`src/rtl/core/fdt_pkg.sv`:
```
// Shared types and constants for the four-channel down timer register block.
// Used by fdt_channel and four_channel_down_timer_regs_top; no dependencies.
`timescale 1ns / 1ps

package fdt_pkg;

    // Default geometry
    localparam int NUM_TIMERS_DEF  = 4;
    localparam int COUNT_WIDTH_DEF = 32;

    // Beat field widths
    localparam int KIND_W  = 2;
    localparam int ADDR_W  = 10;
    localparam int DATA_W  = 32;
    localparam int IRQ_W   = 4;
    localparam int CTRL_W  = 4;
    localparam int S_DATA_W = 48;   // word_address + write_data, padded to bytes
    localparam int M_DATA_W = 40;   // read_data + irq_lines, padded to bytes

    // Item kinds
    localparam logic [KIND_W-1:0] KIND_TICK  = 2'd0;
    localparam logic [KIND_W-1:0] KIND_READ  = 2'd1;
    localparam logic [KIND_W-1:0] KIND_WRITE = 2'd2;

    // Word address split: block = word / 5, register = word % 5
    localparam int WORDS_PER_TIMER = 5;
    localparam int DIV5_MUL   = 205;           // exact for words below 1024
    localparam int DIV5_SHIFT = 10;
    localparam int PROD_W     = ADDR_W + 8;
    localparam int BLK_W      = PROD_W - DIV5_SHIFT;
    localparam int REG_W      = 3;

    localparam logic [BLK_W-1:0] SYS_BLOCK = 8'd8;

    // Per-timer register codes
    localparam logic [REG_W-1:0] REG_LOAD  = 3'd0;
    localparam logic [REG_W-1:0] REG_COUNT = 3'd1;
    localparam logic [REG_W-1:0] REG_CTRL  = 3'd2;
    localparam logic [REG_W-1:0] REG_EOI   = 3'd3;
    localparam logic [REG_W-1:0] REG_STAT  = 3'd4;

    // System block register codes
    localparam logic [REG_W-1:0] SYS_MSTAT = 3'd0;
    localparam logic [REG_W-1:0] SYS_CLR   = 3'd1;
    localparam logic [REG_W-1:0] SYS_RAW   = 3'd2;

    // Control bit positions
    localparam int CTL_ENABLE_BIT = 0;
    localparam int CTL_MASK_BIT   = 2;

    // Per-channel command for one processed item
    typedef struct packed {
        logic tick;
        logic wr_load;
        logic wr_ctrl;
        logic clr_flag;
    } chan_cmd_t;

endpackage

```
`src/rtl/core/fdt_channel.sv`:
```
// One down-counter channel: load value, control bits, count and raw flag.
// Depends on fdt_pkg for the command struct and control bit positions.
`timescale 1ns / 1ps

module fdt_channel #(
    parameter int COUNT_WIDTH = fdt_pkg::COUNT_WIDTH_DEF
) (
    input  logic                          clk,
    input  logic                          rst_n,
    input  fdt_pkg::chan_cmd_t            cmd,
    input  logic [fdt_pkg::DATA_W-1:0]    wdata,
    output logic [COUNT_WIDTH-1:0]        load_value,
    output logic [COUNT_WIDTH-1:0]        count,
    output logic [fdt_pkg::CTRL_W-1:0]    ctrl,
    output logic                          flag,
    output logic                          line,
    output logic                          line_next
);

    logic [COUNT_WIDTH-1:0]     load_reg,  load_next;
    logic [COUNT_WIDTH-1:0]     count_reg, count_next;
    logic [fdt_pkg::CTRL_W-1:0] ctrl_reg,  ctrl_next;
    logic                       flag_reg,  flag_next;

    // Apply the one command of this item
    always_comb
    begin
        load_next  = load_reg;
        count_next = count_reg;
        ctrl_next  = ctrl_reg;
        flag_next  = flag_reg;
        if (cmd.tick && ctrl_reg[fdt_pkg::CTL_ENABLE_BIT] && (load_reg != '0))
        begin
            if (count_reg <= COUNT_WIDTH'(1))
            begin
                flag_next  = 1'b1;
                count_next = load_reg;
            end
            else
            begin
                count_next = count_reg - COUNT_WIDTH'(1);
            end
        end
        if (cmd.wr_load)
        begin
            load_next = wdata[COUNT_WIDTH-1:0];
        end
        if (cmd.wr_ctrl)
        begin
            ctrl_next = wdata[fdt_pkg::CTRL_W-1:0];
            if (wdata[fdt_pkg::CTL_ENABLE_BIT])
            begin
                count_next = load_reg;
            end
        end
        if (cmd.clr_flag)
        begin
            flag_next = 1'b0;
        end
    end

    // Hold channel state
    always_ff @(posedge clk or negedge rst_n)
    begin
        if (!rst_n)
        begin
            load_reg  <= '0;
            count_reg <= '0;
            ctrl_reg  <= '0;
            flag_reg  <= 1'b0;
        end
        else
        begin
            load_reg  <= load_next;
            count_reg <= count_next;
            ctrl_reg  <= ctrl_next;
            flag_reg  <= flag_next;
        end
    end

    assign load_value = load_reg;
    assign count      = count_reg;
    assign ctrl       = ctrl_reg;
    assign flag       = flag_reg;
    assign line       = flag_reg & ~ctrl_reg[fdt_pkg::CTL_MASK_BIT];
    assign line_next  = flag_next & ~ctrl_next[fdt_pkg::CTL_MASK_BIT];

endmodule

```
`src/rtl/core/four_channel_down_timer_regs_top.sv`:
```
// Pipeline: a beat accepted into the input register is processed into the result register
// once that stage is free or being drained, and its result beat is presented from there.
// Throughput: one beat per cycle unless m_axis_tready stalls; ticks and register accesses
// interleave freely, set by the input and result registers around decode and update logic.
// Reset (rst_n low, asynchronous): clears both stage valids and all timer state to zero.
// Top level of the down timer block; depends on fdt_pkg and fdt_channel.
`timescale 1ns / 1ps

module four_channel_down_timer_regs_top #(
    parameter int NUM_TIMERS  = fdt_pkg::NUM_TIMERS_DEF,
    parameter int COUNT_WIDTH = fdt_pkg::COUNT_WIDTH_DEF
) (
    input  logic                          clk,
    input  logic                          rst_n,
    input  logic                          s_axis_tvalid,
    output logic                          s_axis_tready,
    // [9:0] word_address, [41:10] write_data, [47:42] zero
    input  logic [fdt_pkg::S_DATA_W-1:0]  s_axis_tdata,
    // [1:0] kind
    input  logic [fdt_pkg::KIND_W-1:0]    s_axis_tuser,
    output logic                          m_axis_tvalid,
    input  logic                          m_axis_tready,
    // [31:0] read_data, [35:32] irq_lines, [39:36] zero
    output logic [fdt_pkg::M_DATA_W-1:0]  m_axis_tdata
);

    localparam int AW = fdt_pkg::ADDR_W;
    localparam int DW = fdt_pkg::DATA_W;

    // Input stage
    logic                          in_valid_reg;
    logic [fdt_pkg::KIND_W-1:0]    in_kind_reg;
    logic [AW-1:0]                 in_word_reg;
    logic [DW-1:0]                 in_wdata_reg;

    // Result stage
    logic                          out_valid_reg;
    logic [DW-1:0]                 out_rdata_reg, out_rdata_next;
    logic [fdt_pkg::IRQ_W-1:0]     out_irq_reg,   out_irq_next;

    logic proc;
    logic s_fire;

    // Advance when the result stage is free or being drained
    assign proc          = in_valid_reg && (!out_valid_reg || m_axis_tready);
    assign s_axis_tready = !in_valid_reg || proc;
    assign s_fire        = s_axis_tvalid && s_axis_tready;

    // Split word address into block and register (multiply by reciprocal of 5)
    logic [fdt_pkg::PROD_W-1:0] div_prod;
    logic [fdt_pkg::BLK_W-1:0]  blk;
    logic [AW-1:0]              blk_x5;
    logic [fdt_pkg::REG_W-1:0]  reg_sel;

    assign div_prod = fdt_pkg::PROD_W'(in_word_reg)
                    * fdt_pkg::PROD_W'(fdt_pkg::DIV5_MUL);
    assign blk      = div_prod[fdt_pkg::PROD_W-1:fdt_pkg::DIV5_SHIFT];
    assign blk_x5   = AW'(blk) * AW'(fdt_pkg::WORDS_PER_TIMER);
    assign reg_sel  = fdt_pkg::REG_W'(in_word_reg - blk_x5);

    logic is_tick, is_read, is_write, is_sys;
    assign is_tick  = proc && (in_kind_reg == fdt_pkg::KIND_TICK);
    assign is_read  = proc && (in_kind_reg == fdt_pkg::KIND_READ);
    assign is_write = proc && (in_kind_reg == fdt_pkg::KIND_WRITE);
    assign is_sys   = (blk == fdt_pkg::SYS_BLOCK);

    // Channels
    logic [NUM_TIMERS-1:0] flag_vec;
    logic [NUM_TIMERS-1:0] line_vec;
    logic [NUM_TIMERS-1:0] line_next_vec;
    logic [DW-1:0]         chan_rd [NUM_TIMERS];

    for (genvar t = 0; t < NUM_TIMERS; t++)
    begin : g_chan
        fdt_pkg::chan_cmd_t            cmd;
        logic                          hit;
        logic [COUNT_WIDTH-1:0]        load_value;
        logic [COUNT_WIDTH-1:0]        count;
        logic [fdt_pkg::CTRL_W-1:0]    ctrl;

        assign hit          = (blk == fdt_pkg::BLK_W'(t));
        assign cmd.tick     = is_tick;
        assign cmd.wr_load  = is_write && hit && (reg_sel == fdt_pkg::REG_LOAD);
        assign cmd.wr_ctrl  = is_write && hit && (reg_sel == fdt_pkg::REG_CTRL);
        assign cmd.clr_flag = is_read
                           && ((hit && (reg_sel == fdt_pkg::REG_EOI))
                            || (is_sys && (reg_sel == fdt_pkg::SYS_CLR)));

        fdt_channel #(
            .COUNT_WIDTH (COUNT_WIDTH)
        ) u_chan (
            .clk        (clk),
            .rst_n      (rst_n),
            .cmd        (cmd),
            .wdata      (in_wdata_reg),
            .load_value (load_value),
            .count      (count),
            .ctrl       (ctrl),
            .flag       (flag_vec[t]),
            .line       (line_vec[t]),
            .line_next  (line_next_vec[t])
        );

        // Per-channel register read
        always_comb
        begin
            chan_rd[t] = '0;
            if (hit)
            begin
                unique case (reg_sel)
                    fdt_pkg::REG_LOAD:  chan_rd[t] = DW'(load_value);
                    fdt_pkg::REG_COUNT: chan_rd[t] = DW'(count);
                    fdt_pkg::REG_CTRL:  chan_rd[t] = DW'(ctrl);
                    fdt_pkg::REG_STAT:  chan_rd[t] = DW'(line_vec[t]);
                    default:            chan_rd[t] = '0;
                endcase
            end
        end
    end

    // Select read data and next interrupt lines
    logic [DW-1:0] rd_val;
    logic [DW-1:0] line_next_wide;

    always_comb
    begin
        rd_val = '0;
        if (is_sys)
        begin
            unique case (reg_sel)
                fdt_pkg::SYS_MSTAT: rd_val = DW'(line_vec);
                fdt_pkg::SYS_RAW:   rd_val = DW'(flag_vec);
                default:            rd_val = '0;
            endcase
        end
        else
        begin
            for (int t = 0; t < NUM_TIMERS; t++)
            begin
                rd_val = rd_val | chan_rd[t];
            end
        end
        line_next_wide = DW'(line_next_vec);
        out_rdata_next = (in_kind_reg == fdt_pkg::KIND_READ) ? rd_val : '0;
        out_irq_next   = line_next_wide[fdt_pkg::IRQ_W-1:0];
    end

    // Hold stage valids
    always_ff @(posedge clk or negedge rst_n)
    begin
        if (!rst_n)
        begin
            in_valid_reg  <= 1'b0;
            out_valid_reg <= 1'b0;
        end
        else
        begin
            if (s_fire)
            begin
                in_valid_reg <= 1'b1;
            end
            else if (proc)
            begin
                in_valid_reg <= 1'b0;
            end
            if (proc)
            begin
                out_valid_reg <= 1'b1;
            end
            else if (m_axis_tready)
            begin
                out_valid_reg <= 1'b0;
            end
        end
    end

    // Capture beat payloads
    always_ff @(posedge clk)
    begin
        if (s_fire)
        begin
            in_kind_reg  <= s_axis_tuser;
            in_word_reg  <= s_axis_tdata[AW-1:0];
            in_wdata_reg <= s_axis_tdata[AW+DW-1:AW];
        end
        if (proc)
        begin
            out_rdata_reg <= out_rdata_next;
            out_irq_reg   <= out_irq_next;
        end
    end

    assign m_axis_tvalid = out_valid_reg;
    assign m_axis_tdata  = {{(fdt_pkg::M_DATA_W-DW-fdt_pkg::IRQ_W){1'b0}},
                            out_irq_reg, out_rdata_reg};

endmodule
```
`config.mk`:
```
export PLATFORM = sky130hd
export DESIGN_NAME = four_channel_down_timer_regs_top
export DESIGN_NICKNAME = d
export VERILOG_FILES = /design/src/rtl/core/fdt_pkg.sv /design/src/rtl/core/fdt_channel.sv /design/src/rtl/core/four_channel_down_timer_regs_top.sv
export SDC_FILE = /design/constraint.sdc
export NUM_CORES = 1
export LEC_CHECK = 0
export BUFFER_PORTS_ARGS = -buffer_cell sky130_fd_sc_hd__buf_4
export CORE_MARGIN = 8
export CORE_UTILIZATION = 50
export DETAILED_ROUTE_END_ITERATION = 7
export GPL_ROUTABILITY_DRIVEN = 0
export HOLD_SLACK_MARGIN = 0.03
export PLACE_DENSITY = 0.73
export RECOVER_POWER = 25
export SYNTH_ARGS = -nofsm -noshare
export SYNTH_HDL_FRONTEND = slang
export SYNTH_SLANG_ARGS = --single-unit
```
`constraint.sdc`:
```
create_clock -name clk -period 9.3 [get_ports clk]
set_input_delay 1.86 -clock clk [delete_from_list [all_inputs] [get_ports clk]]
set_output_delay 1.86 -clock clk [all_outputs]
set_load 0.01 [all_outputs]
```
Word-level counts from Yosys, hierarchy flattened
Cells that the tools add are included.
Widths: inputs -> output; s select.
{"block": "totals", "out_inout_bits": 42, "register_bits": 358, "in_bits": 54, "wordCells": 164}
{"block": "classes", "reduce_logical": 51, "bitwise_logic": 19, "n_mux": 46, "multipliers": 2, "eq_ne": 10, "n_addsub": 5, "order_cmp": 4}
{"cell": "$mux 32", "count": 21}
{"cell": "$pmux 32 s4", "count": 4}
{"cell": "$le 32x1->1 const B", "count": 4}
{"cell": "$reduce_bool 32->1", "count": 4}
{"cell": "$sub 32x1->32 const B", "count": 4}
{"cell": "$or 32x32->32", "count": 3}
{"cell": "$logic_and 1x1->1", "count": 34}
{"cell": "$mul 10x8->18 const B", "count": 1}
{"cell": "$eq 8x2->1 const B", "count": 2}
{"cell": "$mux 1", "count": 16}
{"cell": "$mux 3", "count": 4}
{"cell": "$and 1x1->1", "count": 8}
{"cell": "$eq 8x1->1 const B", "count": 1}
{"cell": "$eq 8x4->1 const B", "count": 1}
{"cell": "$logic_not 8->1", "count": 1}
{"cell": "$mul 8x3->3 const B", "count": 1}
{"cell": "$not 1->1", "count": 8}
{"cell": "$pmux 4 s2", "count": 1}
{"cell": "$eq 3x2->1 const B", "count": 2}
{"cell": "$logic_or 1x1->1", "count": 6}
{"cell": "$reduce_bool 2->1", "count": 2}
{"cell": "$eq 3x1->1 const B", "count": 1}
{"cell": "$eq 3x3->1 const B", "count": 1}
{"cell": "$logic_not 3->1", "count": 1}
{"cell": "other kinds (5)", "count": 6}

Depth between registers and ports, before layout
Gate-level depths: netlist (run 1).
{"block": "logic_depth", "ltp_word": 10, "depth_mapped": 31, "depth_no_buf": 26}

By module
Synthesis (run 1) repeated with hierarchy kept, for this count alone.
{"block": "hier_totals", "cells_unflattened": 2187, "area_unflattened_um2": 21150.3}
{"mod": "fdt_channel at g_chan[0].u_chan ...", "seq_area_each_um2": 1726.7, "instances": 3, "cells_per_inst": 330, "area_each_um2": 3473.3}
{"mod": "four_channel_down_timer_regs_top", "seq_area_each_um2": 2452.4, "instances": 1, "cells_per_inst": 869, "area_each_um2": 7268.2}
{"mod": "fdt_channel at g_chan[3].u_chan", "seq_area_each_um2": 1726.7, "instances": 1, "cells_per_inst": 328, "area_each_um2": 3462.1}

Least setup slack after synthesis (run 1)
Ideal clock, no wire load.
{"block": "synth_timing", "kind": "flip-flop to flip-flop", "startpoint": "register in_word_reg[6]", "endpoint": "register out_rdata_reg[10], data pin", "arrival_time_ns": 5.954, "path_stages_with_launch": 27, "path_slack_ns": 3.076, "n_path_buf": 4, "setup_ns": 0.270, "required_time_ns": 9.030, "cell_sequence": "edfxtp_1 > ha_1 > inv_1 > fa_1 > inv_1 > fa_1 > fa_1 > ha_1 > a21o_1 > a22o_1 > a41oi_2 > nand2_1 > inv_1 > a21oi_1 > fa_1 > xor2_1 > xnor2_1 > inv_1 > or4_1 > buf_2 > and4_1 > clkbuf_1 > and2_1 > clkbuf_1 > buf_2 > a221oi_1 > a21oi_1"}
{"block": "synth_via", "elab_chain_len": 10, "word_cells_on_any_way": 24, "cone_classes": "1 x add/sub; 2 x mul; 7 x eq/ne; 9 x mux; 3 x bitwise; 2 x reduce/logical"}
{"element": "start, declared", "line_no": "four_channel_down_timer_regs_top.sv:33", "source": "logic [AW-1:0] in_word_reg;"}
{"element": "start signal, assigned", "line_no": "four_channel_down_timer_regs_top.sv:183", "source": "in_word_reg <= s_axis_tdata[AW-1:0];"}
{"element": "$mul 10x8->18 *", "line_no": "four_channel_down_timer_regs_top.sv:56", "source": "* fdt_pkg::PROD_W'(fdt_pkg::DIV5_MUL);"}
{"element": "$mul 8x3->3", "line_no": "four_channel_down_timer_regs_top.sv:58", "source": "assign blk_x5 = AW'(blk) * AW'(fdt_pkg::WORDS_PER_TIMER);"}
{"element": "$sub 3x3->3", "line_no": "four_channel_down_timer_regs_top.sv:59", "source": "assign reg_sel = fdt_pkg::REG_W'(in_word_reg - blk_x5);"}
{"element": "$eq 3x3->1, or another cell as far along", "line_no": "four_channel_down_timer_regs_top.sv:110", "source": "unique case (reg_sel)"}
{"element": "$pmux 32 s4", "line_no": "four_channel_down_timer_regs_top.sv:110"}
{"element": "$mux 32", "line_no": "four_channel_down_timer_regs_top.sv:108", "source": "if (hit)"}
{"element": "$or 32x32->32 (3 in a row)", "line_no": "four_channel_down_timer_regs_top.sv:140", "source": "rd_val = rd_val | chan_rd[t];"}
{"element": "$mux 32 *", "line_no": "four_channel_down_timer_regs_top.sv:128", "source": "if (is_sys)"}
{"element": "end signal, assigned", "line_no": "four_channel_down_timer_regs_top.sv:188", "source": "out_rdata_reg <= out_rdata_next;"}
{"element": "end, declared", "line_no": "four_channel_down_timer_regs_top.sv:38", "source": "logic [DW-1:0] out_rdata_reg, out_rdata_next;"}
Mark *: on every way between the ends. The rest lies on a longest branch, timed or not.
A chain may end at the register's enable or synchronous reset.

Worst setup path after layout (run 1)
{"block": "layout_timing", "startpoint": "register in_word_reg[2]", "endpoint": "register out_rdata_reg[8], data pin"}
{"block": "layout_via", "elab_chain_len": 10, "word_cells_on_any_way": 24, "cone_classes": "1 x add/sub; 2 x mul; 7 x eq/ne; 9 x mux; 3 x bitwise; 2 x reduce/logical"}
{"element": "$mul 10x8->18", "line_no": "four_channel_down_timer_regs_top.sv:56"}
{"element": "$mul 8x3->3", "line_no": "four_channel_down_timer_regs_top.sv:58"}
{"element": "$sub 3x3->3", "line_no": "four_channel_down_timer_regs_top.sv:59"}
{"element": "$eq 3x3->1, or another cell as far along", "line_no": "four_channel_down_timer_regs_top.sv:110"}
{"element": "$pmux 32 s4", "line_no": "four_channel_down_timer_regs_top.sv:110"}
{"element": "$mux 32", "line_no": "four_channel_down_timer_regs_top.sv:108"}
{"element": "$or 32x32->32 (3 in a row)", "line_no": "four_channel_down_timer_regs_top.sv:140"}
{"element": "$mux 32 *", "line_no": "four_channel_down_timer_regs_top.sv:128"}
Marks and branches as above.

==> results.cfg, run 1 <==
[run_status]
status = complete, but fails checks
violations = capacitance limit, slew limit

[clock_tree]
clockBufferDepth = 3
htreeDepth = 2
postCtsResizedCells = 0
cts_tree = built
cts_hold_buf = 0
clock_latency_ns = 0.56
cts_sinks = 358
cts_root_buf = clkbuf_16
path_clk_slew_ns = 0.06
cts_setup_buffers = 0
cts_buffers = 40

[timing]
fmax_ghz = 0.128
maxSlewHeadroom = -2.63
tns_ns = 0
worst_pin_slew_ns = 5.45
finalSetupViolations = 0
post-route-period-util = 0.840
drv_slew = 143
period_needed_ns = 7.81
worst_clock_skew_ns = 0.0273
hold_viol_final = 0
rsz0062_at_grt = false

[final_layout]
drive_gt1_frac = 0.170
regArea_sq_um = 9360
nNetsFinal = 2213
multi_input_area_sq_um = 10200
fillCellCount = 3485
instances_no_fill = 2648
area_growth_pct = 11.1

[synthesis]
ys_seq_elements = 358
synth_edf_count = 80
syn_inst = 2061
ys_top_cells_by_area = dfrtp_1, edfxtp_1, mux2_2
yosysWarningCount = 0
synth.most_common_cell = dfrtp_1
synth.top_cell.area_share = 0.343
ys.flop_type = dfrtp_1
async_flop_share = 0.777
synth_area_per_cell_sq_um = 9.85
synth_cell_types = 72
seq_area_frac_synth = 0.461
synth_common_cells = dfrtp_1, nand2_1, a21oi_1
synthesis.area_sq_um = 20300
yosysTopAreaCell = dfrtp_1

[power]
leakagePower_nw = 9.75
powerDensity_nw_per_um2 = 262
irDropWorstVdd_v = 0.000320

[routing]
via_count = 17669
drt-wirelength-per-cell_um = 23.9
drc_errors = 0
antenna_left = 0
drt-initial-drc-count = 2589
vias_per_cell = 6.67
drt-total-wl_um = 63400
dr.pass1.iters = 6

[floorplan]
dieArea_sq_um = 47300
core-area_sq_um = 40500
start_util = 0.502
die_w_um = 217
die_height_um = 217
ios = 96
row_count = 74

[worst_setup_path]
worstReg2RegStart = in_word_reg[2]
crit_type = reg2reg
crit_fanout = 32
cp-end-kind = flip-flop
worstPathRequired_ns = 9.65
critPathLaunch = in_word_reg[2]
start_kind = flip-flop
rr_worst_depth = 20
rrSetupSlack_ns = 1.49
cp_data_arrival_time_ns = 8.16
r2r_end = out_rdata_reg[8]

[min_path]
hold_path_class = reg2reg
hold_start = in_valid_reg
min_path_cells = 1
hold_path_end = m_axis_tvalid

[global_routing]
track_usage = 0.264
grt_max_degree = 183
antenna_found_initial = 1
grt_pass1_wl_um = 98900
grt_pass1_vias = 16821
grt_overflow_total = 0

[placed_design]
place_inst = 2572
io_buffers = 85
hpwl_um = 44600

[flow_run]
drv_cap = 2
## where the power goes
part	switching [mW]	internal [mW]
sequential	0.137	1.71
combinational	1.76	0.696
clock	0.674	0.937
total	2.58	3.34
## layer usage
metal  track usage  wire length, um  vias up
li1              -                -     7811
met1         0.360            24800     8558
met2         0.392            27700     1094
met3        0.0682             7510      206
met4         0.122             3350        0
met5             0                0        -
## placed cells by master (no fill, tap or decap), types with 45 or more instances in the layout
cell type / instances
o21ai_0: 127
edfxtp_1: 80
buf_4: 64
dfrtp_1: 278
clkbuf_4: 45
nand2_1: 200
nor4_1: 68
ha_1: 60
a22oi_1: 73
nor2_1: 147
nor3_1: 60
a21oi_1: 169
mux2_2: 138
## cell type report
type                    instances  share of cell area
diodes                          2            0.000222
clock inverters                22             0.00910
clock buffers                  52              0.0495
flip-flops and latches        358               0.415
well taps                     532              0.0295
multi-input cells            1528               0.452
repair buffers                112              0.0375
inverters                      42             0.00699
## worst max-delay path by stage
stage | slack [ns] | cells after the start | end
floorplan | 3.08 | 26 | out_rdata_reg[10]
global placement | 1.83 | 20 | out_rdata_reg[9]
detailed placement | 1.68 | 20 | out_rdata_reg[9]
CTS | 1.62 | 20 | out_rdata_reg[9]
global route | 1.23 | 20 | out_rdata_reg[9]
finish | 1.49 | 20 | out_rdata_reg[8]
## per-stage QoR
stage / cell area, sq um / utilization / power (mW) / setup slack (ns) / hold slack [ns]
finish: 22600 / 0.557 / 5.91 / 1.49 / 0.497
global route: 22500 / 0.557 / 6.17 / 1.23 / 0.525
CTS: 22600 / 0.558 / 5.85 / 1.62 / 0.497
detailed placement: 21200 / 0.525 / 4.25 / 1.68 / 0.485
global placement: 21200 / 0.525 / 4.20 / 1.83 / 0.472
floorplan: 20300 / - / 3.61 / 3.08 / 0.457
## worst max-delay path, cell delays in order, from the launching register on
cell	delay (ns)
edfxtp_1	0.49
ha_1	0.39
xor2_1	0.16
ha_1	0.20
a21o_1	0.17
fa_1	0.52
fa_1	0.42
ha_1	0.35
a21o_1	0.23
a22o_1	0.25
a41oi_2	0.23
nand2_1	0.12
inv_1	0.16
ha_1	0.27
xnor2_1	0.32
xor2_1	0.93
and4_1	0.33
buf_4	0.36
and2_1	0.93
a221oi_1	0.41
a21oi_1	0.35
## logic make-up after synthesis
logic type	count (synthesis)	share of synthesized area
adder cells (fa/ha/maj)	78	0.0543
flip-flops	358	0.461
buffers and inverters	178	0.0384
AND/OR/NAND/NOR	668	0.162
AO/OA/AOI/OAI	616	0.197
other	1	0.000185
multiplexers	141	0.0781
XOR/XNOR	21	0.00906
(Power assumes the default switching activity.)
==> run 2: changes to the inputs <==
- PLACE_DENSITY: 0.73 -> 0.76
- clock period: 9.3 -> 6.9 ns (I/O delays scaled with it)
==> run 2 against run 1 <==
Compared with the run above:
- the run still ends with capacitance limit, slew limit left
- routed wire length rose by 4.4%
- non-clock buffer count up 29
- total power is 42% higher
- largest cell class unchanged
- largest power group unchanged
- highest routed layer is now met5
==> results.cfg, run 2 (synthesis results as in run 1) <==
[power]
irDropWorstVdd_v = 0.000543
power_frac_comb = 0.435
pwr-share-clk = 0.271
switching_share = 0.435
powerDensity_nw_per_um2 = 366
seqPwrFrac = 0.294
internal_power_mw = 4.76
power.switching_mw = 3.66
leakagePower_nw = 9.98

[routing]
m1WireLength_um = 25000
drt-initial-drc-count = 2532
antenna_left = 0
dr.pass1.iters = 6
drt-wirelength-per-cell_um = 24.7
wl_met3_um = 8410
vias_per_cell = 6.80
via_count = 18205
drc_errors = 0
drt-total-wl_um = 66200
routed.top_layer = met5
wl_met2_um = 29000

[final_layout]
final_common_cell = dfrtp_1
fillCellCount = 3370
final_cell_mix = dfrtp_1, nand2_1, a21oi_1
nNetsFinal = 2242
area_growth_pct = 13.4
drive_gt1_frac = 0.187
fin_area_sq_um = 23000

[worst_setup_path]
cp-end-kind = flip-flop
start_kind = flip-flop
worstPathRequired_ns = 7.18
crit_slowest_cell = fa_1
crit_chain = ha_1, inv_1, fa_1, inv_1, fa_1, fa_1, ha_1, a21o_1, a22o_1, a41oi_2, nand2_1, inv_2, a21oi_1, fa_1, xor2_1, xnor2_1, inv_1, or4_4, and2_2, o32ai_1, a22o_1, a2111oi_0, o41ai_1
path_common_cell = fa_1
crit_fanout = 7
critPathMaxStageDelay_ns = 0.54
cp_data_arrival_time_ns = 6.98
crit_type = reg2reg

[floorplan]
core-area_sq_um = 40500
start_util = 0.502
dieArea_sq_um = 47300
die_w_um = 217
die_height_um = 217
row_count = 74
ios = 96

[timing]
period_needed_ns = 6.70
maxSlewHeadroom = -2.56
setup_ws_ns = 0.204
post-route-period-util = 0.970
drv_slew = 92
finalSetupViolations = 0
worst_pin_slew_ns = 5.34
worst_clock_skew_ns = 0.0138
hold_viol_final = 0
timing.hold.ws_ns = 0.490
fmax_ghz = 0.149

[clock_tree]
cts_sinks = 358
cts_tree = built
htreeDepth = 2
cts_buffers = 40
path_clk_slew_ns = 0.06
clock_latency_ns = 0.55
cts_root_buf = clkbuf_16
cts_hold_buf = 0
clockBufferDepth = 3

[placed_design]
post_dp_cell_area_sq_um = 21500
hpwl_um = 46100
io_buffers = 85
pre_cts_slack_ns = -0.171

[global_routing]
grt_pass1_wl_um = 101000
grt_max_degree = 137
antenna_found_initial = 3
track_usage = 0.272
grt_pass1_vias = 17322
grt_overflow_total = 0

[run_status]
status = complete, but fails checks
violations = capacitance limit, slew limit

[min_path]
hold_path_class = reg2reg

[flow_run]
drv_cap = 1
-- run 2: cell types whose count changed in the layout (fill, tap and decap cells not counted), moves of 2 or more --
cell        previous run  this run
a221oi_1              28        24
a221oi_2               0         4
and2_1                11         9
and2_2                 1         3
buf_12                 1         8
buf_4                 64        83
buf_6                  0         2
bufinv_16              3         6
clkbuf_16             41        44
clkbuf_8               5         0
clkinv_4               2         0
clkinvlp_4             2         5
ha_1                  60        58
-- run 2: area by class of cell --
type / count / area (sq um) / area share
Inverter: 42 / 158 / 0.00685
Clock inverter: 24 / 292 / 0.0127
Clock buffer: 50 / 1100 / 0.0479
Tap cell: 532 / 666 / 0.0289
Antenna cell: 1 / 2.50 / 0.000109
Sequential cell: 358 / 9360 / 0.407
Multi-Input combinational cell: 1528 / 10200 / 0.446
Timing Repair Buffer: 141 / 1180 / 0.0512
-- run 2: per-stage QoR --
stage          total power, mW  TNS [ns]  utilization  cells
2_1_floorplan             4.86         0            -   2064
3_3_place_gp              5.85    -0.101        0.531   2593
3_5_place_dp              5.92     -1.01        0.531   2593
4_1_cts                   8.20         0        0.566   2667
5_1_grt                   8.73  -0.00602        0.568   2675
6_report                  8.42         0        0.569   2676
-- run 2: per-layer routing --
layer / up-vias / global-route usage
met4: 2 / 0.134
met2: 1346 / 0.411
met5: - / 0
met3: 256 / 0.0770
met1: 8728 / 0.357
li1: 7873 / -
-- run 2: worst paths after layout --
check	start	endpoint	slack (ns)	cells after the start
hold reg to reg	in_valid_reg	m_axis_tvalid	0.49	1
min in group asynchronous	rst_n	in_valid_reg	2.76	1
hold / removal	in_valid_reg	m_axis_tvalid	0.49	1
setup / recovery	in_word_reg[7]	out_rdata_reg[0]	0.20	23
max in group asynchronous	rst_n	g_chan[3].u_chan.count[24]	0.89	2
setup reg to reg	in_word_reg[7]	out_rdata_reg[0]	0.20	23
-- run 2: what timing repair did --
action / in CTS / in global routing
pin swaps: 0 / 1
resized for setup: 3 / 10
buffers inserted: 0 / 7
hold endpoints to repair: 0 / 0
cloned: 0 / 1
setup endpoints to repair: 15 / 165
-- run 2: power groups by stage --
stage               Combinational (mW)  Sequential (mW)  Clock, mW
global route                      3.85             2.49       2.39
floorplan                         2.42             2.44          0
global placement                  3.35             2.50          0
CTS                               3.43             2.47       2.30
finish                            3.66             2.48       2.28
detailed placement                3.41             2.51          0
-- run 2: critical path, delay by kind of cell, from the launching register on --
family	cells	cell delay, ns
compound gates	8	1.93
xor+xnor	2	0.30
fa+ha+maj	6	2.57
buf+inv	4	0.31
flops	1	0.44
simple gates	3	0.89
